[config.mk]
export PLATFORM = sky130hd
export DESIGN_NAME = fifo_ready_queue_scheduler
export DESIGN_NICKNAME = d
export VERILOG_FILES = /design/src/hw/rtl/fq_pkg.sv /design/src/hw/rtl/fq_engine.sv /design/src/hw/rtl/fifo_ready_queue_scheduler.sv
export SDC_FILE = /design/constraint.sdc
export NUM_CORES = 1
export LEC_CHECK = 0
export BUFFER_PORTS_ARGS = -buffer_cell sky130_fd_sc_hd__buf_2
export CORE_MARGIN = 3
export CORE_UTILIZATION = 55
export DETAILED_ROUTE_END_ITERATION = 6
export GPL_TIMING_DRIVEN = 0
export PLACE_DENSITY = 0.7
export SYNTH_ARGS = -nofsm -noshare
export SYNTH_HDL_FRONTEND = slang
export SYNTH_SLANG_ARGS = --single-unit
[constraint.sdc]
create_clock -name clk -period 7.25 [get_ports clk]
set_input_delay 0.725 -clock clk [delete_from_list [all_inputs] [get_ports clk]]
set_output_delay 0.725 -clock clk [all_outputs]
set_load 0.03 [all_outputs]
[src/hw/rtl/fq_pkg.sv]
`default_nettype none
// ----------------------------------------------------------------------------
// fq_pkg
// Shared types and constants of the FIFO ready-queue scheduler: operation
// codes, engine states and the result record passed to the output stage.
// ----------------------------------------------------------------------------
package fq_pkg;

    // identifier field width on the ports
    localparam int ID_W = 8;

    // default configuration
    localparam int QUEUE_DEPTH_DEFAULT = 32;
    localparam int ID_BITS_DEFAULT     = 8;

    // operation codes carried in kind
    localparam logic [1:0] KIND_ADD   = 2'd0;
    localparam logic [1:0] KIND_YIELD = 2'd1;
    localparam logic [1:0] KIND_TERM  = 2'd2;

    // engine sequencer states
    typedef enum logic [2:0] {
        ST_IDLE,
        ST_YIELD,
        ST_SCAN,
        ST_SHIFT,
        ST_RESULT
    } state_t;

    // result flags and identifier of one item
    typedef struct packed {
        logic            dispatch_valid;
        logic [ID_W-1:0] dispatch_id;
        logic            removed;
        logic            dropped;
    } res_t;

endpackage

`default_nettype wire

[src/hw/rtl/fq_engine.sv]
`default_nettype none
// ----------------------------------------------------------------------------
// fq_engine
// Ring store of thread identifiers with head index and count. A sequencer
// reads, modifies and writes back the store: append, dequeue of the head,
// and a scan-then-compact pass for terminate.
// ----------------------------------------------------------------------------
module fq_engine #(
    parameter int QUEUE_DEPTH = fq_pkg::QUEUE_DEPTH_DEFAULT,
    parameter int ID_BITS     = fq_pkg::ID_BITS_DEFAULT
) (
    input  wire logic                                  clk,
    input  wire logic                                  rst_n,
    input  wire logic                                  in_valid,
    output logic                                       in_ready,
    input  wire logic [1:0]                            kind,
    input  wire logic [fq_pkg::ID_W-1:0]               thread_id,
    input  wire logic                                  id_valid,
    output logic                                       res_valid,
    input  wire logic                                  res_ready,
    output fq_pkg::res_t                               res,
    output logic [$clog2(QUEUE_DEPTH+1)-1:0]           res_occ
);

    localparam int AW = $clog2(QUEUE_DEPTH);
    localparam int CW = $clog2(QUEUE_DEPTH + 1);
    localparam logic [fq_pkg::ID_W-1:0] ID_MASK =
        fq_pkg::ID_W'((17'(1) << ID_BITS) - 17'(1));

    // ring position of an offset from the head, offset never above depth
    function automatic logic [AW-1:0] ring_pos(input logic [AW-1:0] base,
                                               input logic [CW:0]   off);
        logic [CW+1:0] sum;
        begin
            sum = (CW+2)'(base) + (CW+2)'(off);
            if (sum >= (CW+2)'(QUEUE_DEPTH))
            begin
                sum = sum - (CW+2)'(QUEUE_DEPTH);
            end
            return sum[AW-1:0];
        end
    endfunction

    fq_pkg::state_t state_reg, state_next;
    logic [AW-1:0]            head_reg, head_next;
    logic [CW-1:0]            count_reg, count_next;
    logic [CW-1:0]            off_reg, off_next;
    logic [fq_pkg::ID_W-1:0]  id_reg, id_next;
    logic                     fwd_reg, fwd_next;
    fq_pkg::res_t             res_reg, res_next;

    logic [fq_pkg::ID_W-1:0]  mem [QUEUE_DEPTH];
    logic [fq_pkg::ID_W-1:0]  rdata_reg;
    logic                     mem_we;
    logic [AW-1:0]            mem_waddr;
    logic [AW-1:0]            mem_raddr;
    logic [fq_pkg::ID_W-1:0]  mem_wdata;

    logic [fq_pkg::ID_W-1:0]  id_masked;
    logic [CW:0]              off_p1;
    logic [CW:0]              off_p2;
    logic                     p1_in;
    logic                     p2_in;
    logic                     hit;
    logic                     full;

    assign id_masked = thread_id & ID_MASK;
    assign off_p1    = (CW+1)'(off_reg) + (CW+1)'(1);
    assign off_p2    = (CW+1)'(off_reg) + (CW+1)'(2);
    assign p1_in     = off_p1 < (CW+1)'(count_reg);
    assign p2_in     = off_p2 < (CW+1)'(count_reg);
    assign hit       = rdata_reg == id_reg;
    assign full      = count_reg == CW'(QUEUE_DEPTH);

    // entry store, one write and one registered read per cycle
    always_ff @(posedge clk)
    begin
        if (mem_we)
        begin
            mem[mem_waddr] <= mem_wdata;
        end
    end

    always_ff @(posedge clk)
    begin
        rdata_reg <= mem[mem_raddr];
    end

    // next state
    always_comb
    begin
        state_next = state_reg;
        case (state_reg)
            fq_pkg::ST_IDLE:
            begin
                if (in_valid)
                begin
                    if (kind == fq_pkg::KIND_YIELD)
                    begin
                        state_next = fq_pkg::ST_YIELD;
                    end
                    else if (kind == fq_pkg::KIND_TERM && id_valid &&
                             count_reg != '0)
                    begin
                        state_next = fq_pkg::ST_SCAN;
                    end
                    else
                    begin
                        state_next = fq_pkg::ST_RESULT;
                    end
                end
            end
            fq_pkg::ST_YIELD:
            begin
                state_next = fq_pkg::ST_RESULT;
            end
            fq_pkg::ST_SCAN:
            begin
                if (hit)
                begin
                    state_next = p1_in ? fq_pkg::ST_SHIFT : fq_pkg::ST_RESULT;
                end
                else if (!p1_in)
                begin
                    state_next = fq_pkg::ST_RESULT;
                end
            end
            fq_pkg::ST_SHIFT:
            begin
                if (!p2_in)
                begin
                    state_next = fq_pkg::ST_RESULT;
                end
            end
            fq_pkg::ST_RESULT:
            begin
                if (res_ready)
                begin
                    state_next = fq_pkg::ST_IDLE;
                end
            end
            default:
            begin
                state_next = fq_pkg::ST_IDLE;
            end
        endcase
    end

    // handshake outputs
    always_comb
    begin
        in_ready  = state_reg == fq_pkg::ST_IDLE;
        res_valid = state_reg == fq_pkg::ST_RESULT;
    end

    assign res     = res_reg;
    assign res_occ = count_reg;

    // datapath: store access and register updates
    always_comb
    begin
        head_next  = head_reg;
        count_next = count_reg;
        off_next   = off_reg;
        id_next    = id_reg;
        fwd_next   = fwd_reg;
        res_next   = res_reg;
        mem_we     = 1'b0;
        mem_waddr  = ring_pos(head_reg, (CW+1)'(count_reg));
        mem_wdata  = id_masked;
        mem_raddr  = head_reg;
        case (state_reg)
            fq_pkg::ST_IDLE:
            begin
                if (in_valid)
                begin
                    id_next  = id_masked;
                    res_next = '0;
                    off_next = '0;
                    // head read and tail write meet only on an empty queue
                    fwd_next = count_reg == '0;
                    if ((kind inside {fq_pkg::KIND_ADD, fq_pkg::KIND_YIELD}) &&
                        id_valid)
                    begin
                        if (!full)
                        begin
                            mem_we     = 1'b1;
                            count_next = count_reg + CW'(1);
                        end
                        else
                        begin
                            res_next.dropped = 1'b1;
                        end
                    end
                end
            end
            fq_pkg::ST_YIELD:
            begin
                // dequeue the head
                if (count_reg != '0)
                begin
                    res_next.dispatch_valid = 1'b1;
                    res_next.dispatch_id    = fwd_reg ? id_reg : rdata_reg;
                    head_next  = ring_pos(head_reg, (CW+1)'(1));
                    count_next = count_reg - CW'(1);
                end
            end
            fq_pkg::ST_SCAN:
            begin
                // compare entry at off, fetch entry at off + 1
                mem_raddr = ring_pos(head_reg, off_p1);
                if (hit)
                begin
                    if (!p1_in)
                    begin
                        count_next       = count_reg - CW'(1);
                        res_next.removed = 1'b1;
                    end
                end
                else if (p1_in)
                begin
                    off_next = off_reg + CW'(1);
                end
            end
            fq_pkg::ST_SHIFT:
            begin
                // move entry off + 1 down to off, fetch off + 2
                mem_we    = 1'b1;
                mem_waddr = ring_pos(head_reg, (CW+1)'(off_reg));
                mem_wdata = rdata_reg;
                mem_raddr = ring_pos(head_reg, off_p2);
                if (p2_in)
                begin
                    off_next = off_reg + CW'(1);
                end
                else
                begin
                    count_next       = count_reg - CW'(1);
                    res_next.removed = 1'b1;
                end
            end
            fq_pkg::ST_RESULT:
            begin
            end
            default:
            begin
            end
        endcase
    end

    // control registers
    always_ff @(posedge clk or negedge rst_n)
    begin
        if (!rst_n)
        begin
            state_reg <= fq_pkg::ST_IDLE;
            head_reg  <= '0;
            count_reg <= '0;
        end
        else
        begin
            state_reg <= state_next;
            head_reg  <= head_next;
            count_reg <= count_next;
        end
    end

    // working registers
    always_ff @(posedge clk)
    begin
        off_reg <= off_next;
        id_reg  <= id_next;
        fwd_reg <= fwd_next;
        res_reg <= res_next;
    end

endmodule

`default_nettype wire

[src/hw/rtl/fifo_ready_queue_scheduler.sv]
`default_nettype none
// Path from accept to out_valid: add goes straight to the result, yield through the
// yield state, terminate scans to the match and then moves each later entry down;
// the sequencer makes one-read one-write passes over the store.
// The engine takes no new item before its result leaves it; an item is taken
// while the previous result waits in the output register.
// Reset: head and count cleared (queue empty); store contents left undefined.
// ----------------------------------------------------------------------------
// fifo_ready_queue_scheduler
// FIFO ready queue of thread identifiers with add, yield and terminate,
// followed by an output register on the result channel.
// ----------------------------------------------------------------------------
module fifo_ready_queue_scheduler #(
    parameter int QUEUE_DEPTH = fq_pkg::QUEUE_DEPTH_DEFAULT,
    parameter int ID_BITS     = fq_pkg::ID_BITS_DEFAULT
) (
    input  wire logic                               clk,
    input  wire logic                               rst_n,
    input  wire logic                               in_valid,
    output logic                                    in_ready,
    input  wire logic [1:0]                         kind,
    input  wire logic [fq_pkg::ID_W-1:0]            thread_id,
    input  wire logic                               id_valid,
    output logic                                    out_valid,
    input  wire logic                               out_ready,
    output logic                                    dispatch_valid,
    output logic [fq_pkg::ID_W-1:0]                 dispatch_id,
    output logic                                    removed,
    output logic                                    dropped,
    output logic [$clog2(QUEUE_DEPTH+1)-1:0]        occupancy
);

    localparam int CW = $clog2(QUEUE_DEPTH + 1);

    logic          res_valid;
    logic          res_ready;
    fq_pkg::res_t  res;
    logic [CW-1:0] res_occ;

    logic          out_valid_reg;
    fq_pkg::res_t  out_res_reg;
    logic [CW-1:0] out_occ_reg;

    fq_engine #(
        .QUEUE_DEPTH (QUEUE_DEPTH),
        .ID_BITS     (ID_BITS)
    ) u_engine (
        .clk       (clk),
        .rst_n     (rst_n),
        .in_valid  (in_valid),
        .in_ready  (in_ready),
        .kind      (kind),
        .thread_id (thread_id),
        .id_valid  (id_valid),
        .res_valid (res_valid),
        .res_ready (res_ready),
        .res       (res),
        .res_occ   (res_occ)
    );

    // output register takes a result when empty or being drained
    assign res_ready = !out_valid_reg || out_ready;

    always_ff @(posedge clk or negedge rst_n)
    begin
        if (!rst_n)
        begin
            out_valid_reg <= 1'b0;
        end
        else if (res_ready)
        begin
            out_valid_reg <= res_valid;
        end
    end

    always_ff @(posedge clk)
    begin
        if (res_valid && res_ready)
        begin
            out_res_reg <= res;
            out_occ_reg <= res_occ;
        end
    end

    assign out_valid      = out_valid_reg;
    assign dispatch_valid = out_res_reg.dispatch_valid;
    assign dispatch_id    = out_res_reg.dispatch_id;
    assign removed        = out_res_reg.removed;
    assign dropped        = out_res_reg.dropped;
    assign occupancy      = out_occ_reg;

    // an accepted item keeps the engine busy in the following cycle
    a_busy_after_accept: assert property (@(posedge clk) disable iff (!rst_n)
        in_valid && in_ready |=> !in_ready)
        else $error("engine took a second item back to back");

    // occupancy stays within the store
    a_occ_bound: assert property (@(posedge clk) disable iff (!rst_n)
        out_valid |-> occupancy <= CW'(QUEUE_DEPTH))
        else $error("occupancy above queue depth");

    // a dropped append only happens on a full queue
    a_drop_full: assert property (@(posedge clk) disable iff (!rst_n)
        out_valid && dropped |-> occupancy >= CW'(QUEUE_DEPTH - 1))
        else $error("append dropped below full");

    // removal comes from a different operation than dispatch or drop
    a_flags_excl: assert property (@(posedge clk) disable iff (!rst_n)
        out_valid |-> !(dispatch_valid && removed) && !(removed && dropped))
        else $error("conflicting result flags");

endmodule

`default_nettype wire
==> impl_results.md <==
* Fin worst setup slack at between 2000 and 3000 ps
* Synth warn at 0
* Crit path max fanout at 10
* Pre-CTS setup slack at between 2000 and 3000 ps
* Max VDD drop at between 200 and 250 µV
* Worst hold margin at between 100 and 150 ps
* P_leak at 0.00539 µW
* Grt ovf at 0
* Tcrit/Tclk final at 0.606
* Sequential area share after synthesis at 0.691
* Syn Nets at between 800 and 900
* Endpoints failing setup at 0
* CTS tree: built
* IO buf count at 33
* DRC violations left at 0
* Total die area at ~27000 µm²
* Fmax at around 230 MHz
* WL/cell at around 23 µm
* Synthesis-to-layout area growth at 12.4%
* First-pass GRT wire length at between 40000 and 50000 µm
* First-pass detailed-route iteration total at 6
* Via/cell ratio at approximately 6
* Final HPWL DP at between 15000 and 20000 µm
* Clock period minus worst slack at around 4400 ps
* Synth async-reset ratio at 0.0466
* Initial antenna violation count at 0
* Clock Tree Root: clkbuf_16
* Initial core utilization at 0.563
* Layout Nets at 912
* ANT nets after route at 0
* CP Data Required Time at 7380 ps
* Hold-fix buffers, CTS at 0
* Layout cells sized above 1 at 0.226
* Worst path arrival time at between 4000 and 5000 ps
* CTS max path bufs at 3
* Unique masters post-synth at 60
* Layout Skew at 17.8 ps
* CP endpoint kind: register
* Drt total wl at 28500 µm
* Worst-Margin Slew at around 1200 ps
* Flops & latches, synth at between 300 and 400
* Hold Crit Class: primary input to async pin
* Total setup buffers inserted after CTS at 0
* Largest net degree at the start of global routing at 33
* Mapped cell area at 13800 µm²
* Vias in the first global route at 7590
* Gpl congestion at approximately 0.9
* Most common cell after layout, fill and taps aside: edfxtp_1
* Die H at approximately 160 µm
* Core Area at 24500 µm²
* Primary FF master, synth: edfxtp_1
* Max-slew violation count at 0
* H-tree depth at 2
* Max cap viols at 0
* Number of core rows at 57
* Num CTS Buffers at 34
* Setup tns final at 0 ps
* Slew headroom at 0.181
* Post-synthesis cell count at 799
* Critical path class: register to register
* Worst Setup Start Kind: register
* Cell Pwr Density at 405 nW/µm²
* Vias at approximately 7300
* EDFF count, synth at ~300
* Diode count at 0
* # clock sinks at 322
* Post-cts resize count at 0
* Total GRT Usage at 0.220
* 1st-iter DRT viols at 710
* Status: finished clean
* Clk pin slew, worst setup/hold paths at ~60 ps
* Most frequent cells in the layout: 299 x edfxtp_1, 65 x nor2_1, 64 x mux4_2, 52 x nand2_1, 50 x buf_2
* Worst skew pair latency at about 520 ps
* Die width at between 150 and 200 µm
* RSZ-0062 raised after global routing: no
* Mapped Avg Cell Area at 17.2 µm²
* Max reg flops at about 260
* Boundary Pins at 34
* Hold Vio Cnt, Final at 0
## per-layer routing
metal / routed length [µm] / vias to the layer above / global-route usage
li1: - / 3290 / -
met1: 11500 / 3718 / 0.289
met2: 14200 / 247 / 0.363
met3: 1820 / 67 / 0.0426
met4: 960 / 0 / 0.0900
met5: 0 / - / 0
## logic make-up (layout without fill, tap and decap cells)
kind of cell	Yosys count	in the layout	synth area share
buffers and inverters	53	146	0.0182
XOR/XNOR	35	35	0.0244
AO/OA/AOI/OAI	89	89	0.0430
AND/OR/NAND/NOR	158	158	0.0520
flip-flops	322	322	0.691
multiplexers	114	114	0.144
adder cells (fa/ha/maj)	28	28	0.0271
## per-stage QoR
stage / std cells / cell area [µm²] / utilization / total power [µW]
finish: 1216 / 15500 / 0.633 / 6260
global route: 1216 / 15500 / 0.633 / 6570
CTS: 1215 / 15500 / 0.632 / 6290
detailed placement: 1156 / 14300 / 0.586 / 4530
global placement: 1156 / 14300 / 0.586 / 4470
floorplan: 799 / 13800 / - / 3940
## critical path, cell delays in order (launching register included)
cell and delay [ps]:
dfrtp_1 390, buf_2 230, inv_1 140, nor2_1 450, clkbuf_1 420, o21ai_0 200, ha_1 240, inv_1 70
fa_1 450, or3_1 370, clkbuf_1 310, nor2_1 740
## where the power goes
| part | total, µW | switching [µW] | leakage [µW] | internal (µW) |
|---|---|---|---|---|
| clock network | 1750 | 682 | 0.000552 | 1070 |
| logic | 2150 | 1240 | 0.00187 | 917 |
| registers | 2360 | 114 | 0.00297 | 2240 |
## area by class of cell
class / instances / area (µm²)
Inverter: 23 / 86.3
Multi-Input combinational cell: 424 / 4000
Sequential cell: 322 / 9510
Tap cell: 324 / 405
Buffer: 30 / 164
Clock buffer: 41 / 908
Fill cell: 1721 / 8990
Clock inverter: 18 / 220
Timing Repair Buffer: 34 / 176
## Yosys cell counts (all sizes together), types with 2 or more instances
master	n	area [µm²]
mux4	64	1440
fa	3	60.1
and2	5	31.3
o21bai	2	15.0
nand2b	4	32.5
a21o	10	75.1
a2111oi	3	32.5
o2111ai	8	70.1
nor2b	5	31.3
mux2i	25	263
a21oi	17	85.1
nand3	4	20.0
xnor2	22	193
xor2	11	96.3
clkbuf	5	18.8
edfxtp	299	8980
or3	2	12.5
nor4	2	27.5
nor3	7	35.0
o221ai	3	32.5
dfxtp	8	160
nor2	65	244
inv	23	86.3
nand3b	2	15.0
ha	25	313
buf	25	145
o211ai	2	15.0
nand4	5	31.3
dfrtp	15	375
o21ai	34	170
mux2	25	282
nand2	52	195
## final timing paths
kind | start | to | slack [ps] | cells past startpoint
max | u_engine.state_reg[0] | u_engine.mem[14][7] | 2860 | 11
max reg2reg | u_engine.state_reg[0] | u_engine.mem[14][7] | 2860 | 11
max in group asynchronous | rst_n | u_engine.head_reg[2] | 6830 | 1
min in group clk | thread_id[4] | u_engine.id_reg[4] | 420 | 1
min reg2reg | u_engine.res[8] | dispatch_id[6] | 420 | 0
min | rst_n | u_engine.res_occ[2] | 130 | 1
Note: power is estimated with default switching activity, not from simulation.
